File: src/rtl/core/fbf_pkg.sv
// Shared types, constants and the descriptor byte function of the firmware block framer.
package fbf_pkg;

    // Fixed frame layout.
    localparam int DESC_BYTES    = 20;
    localparam int TRAILER_BYTES = 4;
    localparam int EXTRA_BYTES   = 4;
    localparam int DESC_LEN_OFS  = 8;
    localparam int DESC_SUM_OFS  = 18;
    localparam int DESC_LAST_BIT = 10;
    localparam int DESC_FIRST_BIT = 11;
    localparam int DESC_SEL_BIT  = 12;
    localparam int DESC_SEQ_BIT  = 18;

    // Result grouping and the result queue.
    localparam int MAX_RUN     = 29;
    localparam int QUEUE_DEPTH = 64;
    localparam int QCNT_W      = $clog2(QUEUE_DEPTH + 1);
    localparam int QADDR_W     = $clog2(QUEUE_DEPTH);
    localparam int RUN_W       = $clog2(MAX_RUN + 1);

    // Field and counter widths.
    localparam int LEN_W    = 21;
    localparam int PAD_W    = LEN_W + 1;
    localparam int DIDX_W   = $clog2(DESC_BYTES);
    localparam int TIDX_W   = $clog2(TRAILER_BYTES);
    localparam int ENTRY_W  = 9;

    // Configuration register indexes.
    localparam logic [1:0] CFG_IMAGE_LENGTH = 2'd0;
    localparam logic [1:0] CFG_IMAGE_SELECT = 2'd1;
    localparam logic [1:0] CFG_FRAME_TYPE   = 2'd2;

    typedef struct packed {
        logic [LEN_W-1:0] image_length;
        logic             image_select;
        logic [1:0]       frame_type_code;
    } cfg_t;

    // One result entry toward the queue memory.
    typedef struct packed {
        logic       wr;
        logic [7:0] data;
        logic       fend;
    } push_t;

    // End of one input beat's work: how many entries the beat releases.
    typedef struct packed {
        logic             valid;
        logic [RUN_W-1:0] size;
    } commit_t;

    // Room available on the queue side.
    typedef struct packed {
        logic room;
        logic chunk_room;
    } sink_t;

    function automatic logic [7:0] desc_byte(
        input logic [DIDX_W-1:0] idx,
        input logic [1:0]        frame_type,
        input logic              last,
        input logic              first,
        input logic              sel,
        input logic [15:0]       len
    );
        logic [31:0]             w0;
        logic [15:0]             hsum;
        logic [DESC_BYTES*8-1:0] d;
        w0 = '0;
        w0[1:0] = frame_type;
        w0[DESC_LAST_BIT] = last;
        w0[DESC_FIRST_BIT] = first;
        w0[DESC_SEL_BIT] = sel;
        w0[DESC_SEQ_BIT] = 1'b1;
        // Only halfwords 0, 1 and 4 can be nonzero.
        hsum = w0[15:0] ^ w0[31:16] ^ len;
        d = '0;
        d[31:0] = w0;
        d[DESC_LEN_OFS*8 +: 16] = len;
        d[DESC_SUM_OFS*8 +: 16] = hsum;
        return d[idx*8 +: 8];
    endfunction

endpackage

File: src/rtl/core/fbf_ram.sv
// Generic single-write, single-read RAM with a registered read port.
module fbf_ram #(
    parameter int WIDTH = 9,
    parameter int DEPTH = 64
) (
    input  logic                     clk,
    input  logic                     wr_en,
    input  logic [$clog2(DEPTH)-1:0] wr_addr,
    input  logic [WIDTH-1:0]         wr_data,
    input  logic                     rd_en,
    input  logic [$clog2(DEPTH)-1:0] rd_addr,
    output logic [WIDTH-1:0]         rd_data
);
    logic [WIDTH-1:0] mem [DEPTH];
    logic [WIDTH-1:0] rd_data_reg;

    always_ff @(posedge clk)
    begin
        if (wr_en)
        begin
            mem[wr_addr] <= wr_data;
        end
        if (rd_en)
        begin
            rd_data_reg <= mem[rd_addr];
        end
    end

    assign rd_data = rd_data_reg;
endmodule

File: src/rtl/core/fbf_framer.sv
// Frame sequencer: builds descriptor, payload, padding and trailer entries one per cycle while the queue side has room.
module fbf_framer #(
    parameter int BLOCK_PAYLOAD = 488
) (
    input  logic              clk,
    input  logic              rst_n,
    input  fbf_pkg::cfg_t     cfg,
    input  logic              in_valid,
    output logic              in_ready,
    input  logic [7:0]        image_byte,
    input  fbf_pkg::sink_t    sink,
    output fbf_pkg::push_t    push,
    output fbf_pkg::commit_t  commit
);
    import fbf_pkg::*;

    localparam int BOW = $clog2(BLOCK_PAYLOAD + 1);
    localparam logic [BOW-1:0]   BP_B = BOW'(BLOCK_PAYLOAD);
    localparam logic [PAD_W-1:0] BP_P = PAD_W'(BLOCK_PAYLOAD);

    localparam logic [1:0] ST_IDLE  = 2'd0;
    localparam logic [1:0] ST_ITEM  = 2'd1;
    localparam logic [1:0] ST_DESC  = 2'd2;
    localparam logic [1:0] ST_TRAIL = 2'd3;

    localparam logic [DIDX_W-1:0] DESC_LAST  = DIDX_W'(DESC_BYTES - 1);
    localparam logic [TIDX_W-1:0] TRAIL_LAST = TIDX_W'(TRAILER_BYTES - 1);
    localparam logic [QCNT_W-1:0] Q_FULL     = QCNT_W'(QUEUE_DEPTH);
    localparam logic [QCNT_W-1:0] RUN_MAX_Q  = QCNT_W'(MAX_RUN);

    logic [1:0]        state_reg, state_next;
    logic [7:0]        cur_byte_reg, cur_byte_next;
    logic [LEN_W-1:0]  bytes_left_reg, bytes_left_next;
    logic [PAD_W-1:0]  pad_left_reg, pad_left_next;
    logic [BOW-1:0]    block_offset_reg, block_offset_next;
    logic              first_reg, first_next;
    logic              desc_done_reg, desc_done_next;
    logic              extra_done_reg, extra_done_next;
    logic [15:0]       cksum_reg, cksum_next;
    logic              parity_reg, parity_next;
    logic [DIDX_W-1:0] desc_idx_reg, desc_idx_next;
    logic [TIDX_W-1:0] trail_idx_reg, trail_idx_next;
    logic [QCNT_W-1:0] lq_reg, lq_next;

    logic              finishing;
    logic              go;
    logic              accept;
    logic              lq_full;
    logic              kept;
    logic [QCNT_W-1:0] lq_after;
    logic [RUN_W-1:0]  run_n;
    logic [PAD_W-1:0]  pad_eff;
    logic              desc_last;
    logic [15:0]       desc_len;
    logic [DIDX_W-1:0] desc_sel;
    logic [7:0]        desc_data;
    logic [7:0]        trail_data;
    logic              desc_needed;
    logic [PAD_W-1:0]  pad_dec;
    logic [BOW-1:0]    bo_inc;
    logic [7:0]        step_data;
    logic              step_fend;
    logic [LEN_W-1:0]  img_len;
    logic [PAD_W-1:0]  img_pad;

    // The extra block is folded in once, at the descriptor of the block that would
    // otherwise end exactly on the image end.
    assign pad_eff = (pad_left_reg == BP_P && !extra_done_reg) ?
                     pad_left_reg + PAD_W'(EXTRA_BYTES) : pad_left_reg;
    assign desc_last = (pad_eff <= BP_P);
    assign desc_len  = desc_last ? 16'(pad_eff + PAD_W'(TRAILER_BYTES)) : 16'(BLOCK_PAYLOAD);
    assign desc_sel  = (state_reg == ST_DESC) ? desc_idx_reg : '0;
    assign desc_data = desc_byte(desc_sel, cfg.frame_type_code, desc_last, first_reg,
                                 cfg.image_select, desc_len);
    assign trail_data = (trail_idx_reg == TIDX_W'(0)) ? cksum_reg[7:0] :
                        (trail_idx_reg == TIDX_W'(1)) ? cksum_reg[15:8] : 8'h00;
    assign desc_needed = (block_offset_reg == '0) && !desc_done_reg;
    assign pad_dec = pad_left_reg - PAD_W'(1);
    assign bo_inc  = block_offset_reg + BOW'(1);

    always_comb
    begin
        finishing = 1'b0;
        step_data = 8'h00;
        step_fend = 1'b0;
        case (state_reg)
            ST_ITEM:
            begin
                if (desc_needed)
                begin
                    step_data = desc_data;
                end
                else
                begin
                    step_data = cur_byte_reg;
                    if (pad_dec != '0)
                    begin
                        step_fend = (bo_inc == BP_B);
                        finishing = (bytes_left_reg != '0);
                    end
                end
            end
            ST_DESC:
            begin
                step_data = desc_data;
            end
            ST_TRAIL:
            begin
                step_data = trail_data;
                step_fend = (trail_idx_reg == TRAIL_LAST);
                finishing = (trail_idx_reg == TRAIL_LAST);
            end
            default:
            begin
                step_data = 8'h00;
            end
        endcase
    end

    assign lq_full  = (lq_reg == Q_FULL);
    assign go       = (state_reg != ST_IDLE) && (lq_full || sink.room) &&
                      (!finishing || sink.chunk_room);
    assign kept     = go && !lq_full;
    assign lq_after = lq_reg + QCNT_W'(kept);
    assign run_n    = (lq_after >= RUN_MAX_Q) ? RUN_W'(MAX_RUN) : lq_after[RUN_W-1:0];
    assign in_ready = (state_reg == ST_IDLE) || (finishing && go);
    assign accept   = in_valid && in_ready;

    assign push.wr   = kept;
    assign push.data = step_data;
    assign push.fend = step_fend;
    assign commit.valid = go && finishing;
    assign commit.size  = run_n;

    assign img_len = (cfg.image_length == '0) ? LEN_W'(1) : cfg.image_length;
    assign img_pad = ({1'b0, img_len} + PAD_W'(3)) & ~PAD_W'(3);

    always_comb
    begin
        state_next        = state_reg;
        cur_byte_next     = cur_byte_reg;
        bytes_left_next   = bytes_left_reg;
        pad_left_next     = pad_left_reg;
        block_offset_next = block_offset_reg;
        first_next        = first_reg;
        desc_done_next    = desc_done_reg;
        extra_done_next   = extra_done_reg;
        cksum_next        = cksum_reg;
        parity_next       = parity_reg;
        desc_idx_next     = desc_idx_reg;
        trail_idx_next    = trail_idx_reg;
        lq_next           = commit.valid ? lq_after - QCNT_W'(run_n) : lq_after;

        if (go)
        begin
            case (state_reg)
                ST_ITEM:
                begin
                    if (desc_needed)
                    begin
                        desc_idx_next = DIDX_W'(1);
                        state_next = ST_DESC;
                    end
                    else
                    begin
                        pad_left_next = pad_dec;
                        desc_done_next = 1'b0;
                        if (pad_dec == '0)
                        begin
                            block_offset_next = '0;
                            trail_idx_next = '0;
                            state_next = ST_TRAIL;
                        end
                        else
                        begin
                            block_offset_next = (bo_inc == BP_B) ? '0 : bo_inc;
                            if (bytes_left_reg == '0)
                            begin
                                // Image bytes are used up: the rest is zero padding.
                                cur_byte_next = 8'h00;
                            end
                            else
                            begin
                                state_next = ST_IDLE;
                            end
                        end
                    end
                end
                ST_DESC:
                begin
                    if (desc_idx_reg == DESC_LAST)
                    begin
                        extra_done_next = extra_done_reg || (pad_eff != pad_left_reg);
                        pad_left_next = pad_eff;
                        first_next = 1'b0;
                        desc_done_next = 1'b1;
                        state_next = ST_ITEM;
                    end
                    else
                    begin
                        desc_idx_next = desc_idx_reg + DIDX_W'(1);
                    end
                end
                ST_TRAIL:
                begin
                    if (trail_idx_reg == TRAIL_LAST)
                    begin
                        first_next = 1'b1;
                        block_offset_next = '0;
                        state_next = ST_IDLE;
                    end
                    else
                    begin
                        trail_idx_next = trail_idx_reg + TIDX_W'(1);
                    end
                end
                default:
                begin
                    state_next = ST_IDLE;
                end
            endcase
        end

        if (accept)
        begin
            state_next = ST_ITEM;
            cur_byte_next = image_byte;
            if (bytes_left_reg == '0)
            begin
                // A new image starts with this byte.
                bytes_left_next = img_len - LEN_W'(1);
                pad_left_next = img_pad;
                block_offset_next = '0;
                first_next = 1'b1;
                desc_done_next = 1'b0;
                extra_done_next = 1'b0;
                cksum_next = {8'h00, image_byte};
                parity_next = 1'b1;
            end
            else
            begin
                bytes_left_next = bytes_left_reg - LEN_W'(1);
                cksum_next = cksum_reg ^ (parity_reg ? {image_byte, 8'h00} :
                                                       {8'h00, image_byte});
                parity_next = !parity_reg;
            end
        end
    end

    always_ff @(posedge clk or negedge rst_n)
    begin
        if (!rst_n)
        begin
            state_reg        <= ST_IDLE;
            bytes_left_reg   <= '0;
            pad_left_reg     <= '0;
            block_offset_reg <= '0;
            first_reg        <= 1'b1;
            desc_done_reg    <= 1'b0;
            extra_done_reg   <= 1'b0;
            cksum_reg        <= '0;
            parity_reg       <= 1'b0;
            desc_idx_reg     <= '0;
            trail_idx_reg    <= '0;
            lq_reg           <= '0;
        end
        else
        begin
            state_reg        <= state_next;
            bytes_left_reg   <= bytes_left_next;
            pad_left_reg     <= pad_left_next;
            block_offset_reg <= block_offset_next;
            first_reg        <= first_next;
            desc_done_reg    <= desc_done_next;
            extra_done_reg   <= extra_done_next;
            cksum_reg        <= cksum_next;
            parity_reg       <= parity_next;
            desc_idx_reg     <= desc_idx_next;
            trail_idx_reg    <= trail_idx_next;
            lq_reg           <= lq_next;
        end
    end

    always_ff @(posedge clk)
    begin
        cur_byte_reg <= cur_byte_next;
    end
endmodule

File: src/rtl/core/firmware_block_framer_top.sv
// Top level of the firmware block framer: configuration, frame sequencer, result queue.
//
// The framer takes one firmware byte per input beat and sends the download frame
// stream as output beats: each frame is a 20-byte descriptor and up to
// BLOCK_PAYLOAD payload bytes. The image is followed by zero padding to a
// four-byte boundary, an extra four-byte block when the padded size is an
// exact multiple of BLOCK_PAYLOAD, and a four-byte halfword-XOR trailer.
// Image bytes in the middle of a block are accepted back to back while the
// queue has room. The byte that opens a block holds the input while its
// descriptor goes out, and the last byte of an image holds it while the
// padding, any extra block and the trailer go out. This pacing comes from
// the single write port of the 64-entry result queue, which takes at most
// one entry per cycle; the output side drains it at one beat per cycle
// while out_ready is high and a run is released. The results of one input beat
// form a run of at most 29 beats, the last one marked with run_end; results
// beyond 29 stay queued and open the run of the next input beat. image_length
// is sampled when an image starts, image_select and frame_type_code whenever
// a descriptor is built. Configuration registers are written through cfg_we,
// cfg_index and cfg_data and should only change while no work is pending.
module firmware_block_framer_top #(
    parameter int BLOCK_PAYLOAD = 488
) (
    input  logic        clk,
    input  logic        rst_n,
    input  logic        cfg_we,
    input  logic [1:0]  cfg_index,
    input  logic [20:0] cfg_data,
    input  logic        in_valid,
    output logic        in_ready,
    input  logic [7:0]  image_byte,
    output logic        out_valid,
    input  logic        out_ready,
    output logic [7:0]  frame_byte,
    output logic        frame_end,
    output logic        run_end
);
    import fbf_pkg::*;

    localparam logic [QCNT_W-1:0] Q_FULL = QCNT_W'(QUEUE_DEPTH);

    cfg_t    cfg_reg;
    push_t   push;
    commit_t commit;
    sink_t   sink;

    // Queue memory pointers and the count of entries written but not yet read.
    logic [QADDR_W-1:0] wr_ptr_reg;
    logic [QADDR_W-1:0] rd_ptr_reg;
    logic [QCNT_W-1:0]  phys_cnt_reg;

    // Run sizes waiting for the output side, head in slot 0.
    logic [RUN_W-1:0]   pend0_reg, pend0_next;
    logic [RUN_W-1:0]   pend1_reg, pend1_next;
    logic [1:0]         pend_cnt_reg, pend_cnt_next;
    logic [RUN_W-1:0]   rd_left_reg;
    logic               out_valid_reg;
    logic               run_end_reg;

    logic               avail;
    logic               issue;
    logic               pop;
    logic [RUN_W-1:0]   eff_left;
    logic [ENTRY_W-1:0] rd_data;

    // Configuration registers.
    always_ff @(posedge clk or negedge rst_n)
    begin
        if (!rst_n)
        begin
            cfg_reg.image_length    <= LEN_W'(1);
            cfg_reg.image_select    <= 1'b0;
            cfg_reg.frame_type_code <= 2'd0;
        end
        else if (cfg_we)
        begin
            case (cfg_index)
                CFG_IMAGE_LENGTH: cfg_reg.image_length <= cfg_data;
                CFG_IMAGE_SELECT: cfg_reg.image_select <= cfg_data[0];
                CFG_FRAME_TYPE:   cfg_reg.frame_type_code <= cfg_data[1:0];
                default:          cfg_reg <= cfg_reg;
            endcase
        end
    end

    // The sequencer may only add an entry when the memory has a free slot, and
    // only close a beat's work when the run size list has a free slot.
    assign sink.room       = (phys_cnt_reg < Q_FULL);
    assign sink.chunk_room = (pend_cnt_reg < 2'd2);

    fbf_framer #(
        .BLOCK_PAYLOAD(BLOCK_PAYLOAD)
    ) u_framer (
        .clk        (clk),
        .rst_n      (rst_n),
        .cfg        (cfg_reg),
        .in_valid   (in_valid),
        .in_ready   (in_ready),
        .image_byte (image_byte),
        .sink       (sink),
        .push       (push),
        .commit     (commit)
    );

    fbf_ram #(
        .WIDTH(ENTRY_W),
        .DEPTH(QUEUE_DEPTH)
    ) u_queue (
        .clk     (clk),
        .wr_en   (push.wr),
        .wr_addr (wr_ptr_reg),
        .wr_data ({push.fend, push.data}),
        .rd_en   (issue),
        .rd_addr (rd_ptr_reg),
        .rd_data (rd_data)
    );

    // A read is issued only for entries inside a released run, and only when the
    // output register is empty or its beat is taken in this cycle.
    assign avail    = (rd_left_reg != '0) || (pend_cnt_reg != 2'd0);
    assign issue    = avail && (!out_valid_reg || out_ready);
    assign pop      = issue && (rd_left_reg == '0);
    assign eff_left = (rd_left_reg != '0) ? rd_left_reg : pend0_reg;

    always_comb
    begin
        pend0_next    = pend0_reg;
        pend1_next    = pend1_reg;
        pend_cnt_next = pend_cnt_reg;
        if (pop && commit.valid)
        begin
            pend0_next = (pend_cnt_reg == 2'd2) ? pend1_reg : commit.size;
            pend1_next = commit.size;
        end
        else if (pop)
        begin
            pend0_next = pend1_reg;
            pend_cnt_next = pend_cnt_reg - 2'd1;
        end
        else if (commit.valid)
        begin
            if (pend_cnt_reg == 2'd0)
            begin
                pend0_next = commit.size;
            end
            else
            begin
                pend1_next = commit.size;
            end
            pend_cnt_next = pend_cnt_reg + 2'd1;
        end
    end

    always_ff @(posedge clk or negedge rst_n)
    begin
        if (!rst_n)
        begin
            wr_ptr_reg    <= '0;
            rd_ptr_reg    <= '0;
            phys_cnt_reg  <= '0;
            pend_cnt_reg  <= '0;
            rd_left_reg   <= '0;
            out_valid_reg <= 1'b0;
        end
        else
        begin
            if (push.wr)
            begin
                wr_ptr_reg <= wr_ptr_reg + QADDR_W'(1);
            end
            if (issue)
            begin
                rd_ptr_reg  <= rd_ptr_reg + QADDR_W'(1);
                rd_left_reg <= eff_left - RUN_W'(1);
            end
            phys_cnt_reg  <= phys_cnt_reg + QCNT_W'(push.wr) - QCNT_W'(issue);
            pend_cnt_reg  <= pend_cnt_next;
            out_valid_reg <= issue || (out_valid_reg && !out_ready);
        end
    end

    // Payload registers hold while the output beat waits.
    always_ff @(posedge clk)
    begin
        pend0_reg <= pend0_next;
        pend1_reg <= pend1_next;
        if (issue)
        begin
            run_end_reg <= (eff_left == RUN_W'(1));
        end
    end

    assign out_valid  = out_valid_reg;
    assign frame_byte = rd_data[7:0];
    assign frame_end  = rd_data[8];
    assign run_end    = run_end_reg;
endmodule

File: config.mk
export PLATFORM = sky130hd
export DESIGN_NAME = firmware_block_framer_top
export DESIGN_NICKNAME = d
export VERILOG_FILES = /design/src/rtl/core/fbf_pkg.sv /design/src/rtl/core/fbf_ram.sv /design/src/rtl/core/fbf_framer.sv /design/src/rtl/core/firmware_block_framer_top.sv
export SDC_FILE = /design/constraint.sdc
export NUM_CORES = 1
export LEC_CHECK = 0
export BUFFER_PORTS_ARGS = -buffer_cell sky130_fd_sc_hd__buf_2
export CAP_MARGIN = 20
export CORE_MARGIN = 1
export CORE_UTILIZATION = 55
export CTS_CLUSTER_DIAMETER = 150
export DETAILED_ROUTE_END_ITERATION = 8
export PLACE_DENSITY = 0.76
export SLEW_MARGIN = 25
export SYNTH_ARGS = -nofsm -noshare
export SYNTH_HDL_FRONTEND = slang
export SYNTH_SLANG_ARGS = --single-unit
File: constraint.sdc
create_clock -name clk -period 8.9 [get_ports clk]
set_clock_uncertainty 0.05 [all_clocks]
set_input_delay 0 -clock clk [delete_from_list [all_inputs] [get_ports clk]]
set_output_delay 0 -clock clk [all_outputs]
set_load 0.05 [all_outputs]
==> impl_metrics.py <==
metrics = {
    "synth": {
        "synth_most_common_cell": "edfxtp_1",
        "synth_common_cells": "edfxtp_1 (604), mux4_2 (189), nor2_1 (155)",
        "ys_top_cells_by_area": "edfxtp_1 (56%), mux4_2 (13%), dfrtp_1 (11%)",
        "synth.avg_cell_area_um2": 15.7,
        "synth_cells": 2082,
        "synth_seq_area_share_pct": 66.2,
        "synth.cell_area_um2": 32600,
        "synth_edf_count": 604,
        "syn_nets": 2154,
        "synth_ff_type": "edfxtp_1",
        "synth_cell_types": 85,
        "ys_seq_elements": 743,
        "synth_top_area_cell": "edfxtp_1",
        "synth-async-reset-ratio_pct": 18.7,
        "ys_warn_count": 0,
        "yosysTopAreaCellShare_pct": 55.6,
    },
    "cells_and_area": {
        "area_delta_synth_final_pct": 12.3,
        "antenna_cells": 0,
        "fin_nets": 2248,
        "final_area_um2": 36700,
        "largest_register_ffs": 576,
        "layout-drive-gt1-share_pct": 19.9,
    },
    "critical_path": {
        "crit_type": "reg -> reg",
        "rrSetupSlack_ps": 2410,
        "worstPathMaxFanout": 13,
        "r2r_end": "u_framer.lq_reg[6]",
        "worstPathArrival_ps": 6920,
        "rr_worst_depth": 19,
        "cp.required_ps": 9330,
        "r2r-start": "u_framer.pad_left_reg[2]",
        "startpoint_type": "register",
        "critPathCaptureType": "register",
    },
    "clocking": {
        "clk_latency_ps": 620,
        "cts_resized": 0,
        "clock_path_buffers": 3,
        "clkTransAtPathRegs_ps": 60,
        "cts_inserted_buffers": 76,
        "clock-root-buffer": "clkbuf_16",
        "clock_sinks": 743,
        "cts_tree": "done",
        "post-cts-setup-buffers": 0,
        "htreeDepth": 3,
    },
    "sta": {
        "finalSetupTns_ps": 0,
        "fmax_mhz": 154,
        "rsz0062_at_grt": "no",
        "final-max-slew-violation-count": 0,
        "final.min_clock_period_ps": 6490,
        "period_share_pct": 72.9,
        "tightest_slew_ps": 1080,
        "fin_ws_ps": 2410,
        "whs_ps": 128,
        "slew_headroom_pct": 27.5,
        "hold_violations": 0,
        "setup_viol_count_final": 0,
    },
    "status": {
        "status": "complete, no violations",
    },
    "placed_design": {
        "routabilityCongestion": 0.916,
        "dpl_cell_area_um2": 33700,
        "port_buffers": 47,
        "place_ws_ps": 2580,
        "post-dp-hpwl_mm": 48.5,
    },
    "global_route": {
        "antenna_found_initial": 4,
        "grt_pass1_wl_mm": 121,
        "grt.total_usage_pct": 27.1,
        "grt_max_degree": 81,
        "first_global_vias": 19400,
        "overflow": 0,
    },
    "floorplanning": {
        "die_x_um": 246,
        "fp.dieH_um": 246,
        "rows": 88,
        "coreArea_um2": 58100,
        "pin_count": 48,
        "start_util_pct": 56.2,
        "die_area_um2": 60300,
    },
    "power_and_ir_drop": {
        "power.density_nw_per_um2": 329,
        "p_total_mw": 12.1,
        "leakagePower_nw": 12.6,
        "irDropWorstVdd_mv": 0.270,
    },
    "worst_hold_path": {
        "holdPathStages": 3,
        "hold_path.startpoint": "image_byte[7]",
        "hold_path_end": "u_framer.cksum_reg[7]",
        "worstHoldPathType": "in -> reg",
    },
    "drt": {
        "drcViolationCount": 0,
        "wirelength_mm": 80.4,
        "ant_nets": 0,
        "vias": 19800,
        "wl_per_cell_um": 26.8,
        "firstDrtPassIters": 6,
        "drtIter0Drc": 1986,
        "viasPerCell": 6.61,
    },
    "run": {
        "cap_violations": 0,
    },
}
[report_power, final]
group | switching (mW) | total (mW) | internal, mW
sequential | 0.479 | 4.81 | 4.33
clock | 1.34 | 3.05 | 1.70
combinational | 2.46 | 4.22 | 1.76
total | 4.28 | 12.1 | 7.79
[logic make-up (layout without fill, tap and decap cells)]
| logic type | Yosys count | count (layout) | synth area share (%) |
|---|---|---|---|
| AND/OR/NAND/NOR | 506 | 506 | 7.84 |
| XOR/XNOR | 51 | 51 | 1.37 |
| buffers and inverters | 177 | 328 | 2.18 |
| flip-flops | 743 | 743 | 66.2 |
| adder cells (fa/ha/maj) | 36 | 36 | 1.40 |
| AO/OA/AOI/OAI | 345 | 345 | 6.78 |
| multiplexers | 224 | 224 | 14.2 |
[final cells by class]
type	count	area [um2]
sequential	743	21600
fill	3991	21500
multi-input combinational	1162	10400
clock buffer	92	1970
timing repair buffer	138	1090
tap	765	957
clock inverter	43	373
inverter	55	206
[critical path: stages (launching register included)]
cell      delay [ps]
dfrtp_1          500
inv_1            140
ha_1             230
nor4bb_1         770
nand4b_1         360
xor2_1           260
and2_1           320
a211o_1          370
and3_1           670
ha_1             300
ha_1             220
xnor2_1          190
o21bai_1         240
nor3_1           320
nor2_1           150
or2_2            310
ha_1             230
o21ai_0          370
o211ai_1         130
a32o_1           220
[how the worst max path moves through the flow]
| stage | start | end | slack [ps] | cells past startpoint |
|---|---|---|---|---|
| 2_1_floorplan | u_framer.pad_left_reg[0] | u_queue.mem[0][4] | 3120 | 14 |
| 3_3_place_gp | u_framer.pad_left_reg[2] | u_framer.lq_reg[6] | 2740 | 19 |
| 3_5_place_dp | u_framer.pad_left_reg[2] | u_framer.lq_reg[6] | 2580 | 19 |
| 4_1_cts | u_framer.pad_left_reg[2] | u_framer.lq_reg[6] | 2540 | 19 |
| 5_1_grt | u_framer.pad_left_reg[2] | u_framer.lq_reg[6] | 1980 | 19 |
| 6_report | u_framer.pad_left_reg[2] | u_framer.lq_reg[6] | 2410 | 19 |
[per-layer routing]
layer  share of wire, %  routed length, um  vias up  track usage (%)
li1                   -                  -     8416                -
met1                 40              31800    10100             37.9
met2                 49              39100     1154             43.5
met3                9.3               7470      166             5.21
met4                2.5               1990        8             8.11
met5              0.072                 58        -                0
[stage by stage]
stage | util (%) | std cells
finish | 63.0 | 2998
global route | 63.0 | 2998
CTS | 63.0 | 2997
detailed placement | 57.9 | 2801
global placement | 57.9 | 2801
floorplan | - | 2082
[cell usage in the layout (no fill, tap or decap), drive strengths merged, types with 28 or more instances in the layout]
| cell type | Yosys | routed |
|---|---|---|
| edfxtp | 604 | 604 |
| dfrtp | 137 | 137 |
| o21ai | 89 | 89 |
| buf | 40 | 77 |
| dlygate4sd3 | 0 | 61 |
| nor2 | 155 | 155 |
| inv | 55 | 56 |
| mux4 | 189 | 189 |
| a21oi | 95 | 95 |
| xnor2 | 35 | 35 |
| nand2 | 116 | 116 |
| clkbuf | 82 | 92 |
| mux2 | 28 | 28 |
| nand3 | 39 | 39 |
| ha | 35 | 35 |
| nor3 | 41 | 41 |
| clkinv | 0 | 33 |
[what timing repair did]
item	in CTS	in global routing
endpoints found under the setup margin	0	0
hold buffers	61	0
endpoints found under the hold margin	137	0
(Power assumes the default switching activity.)
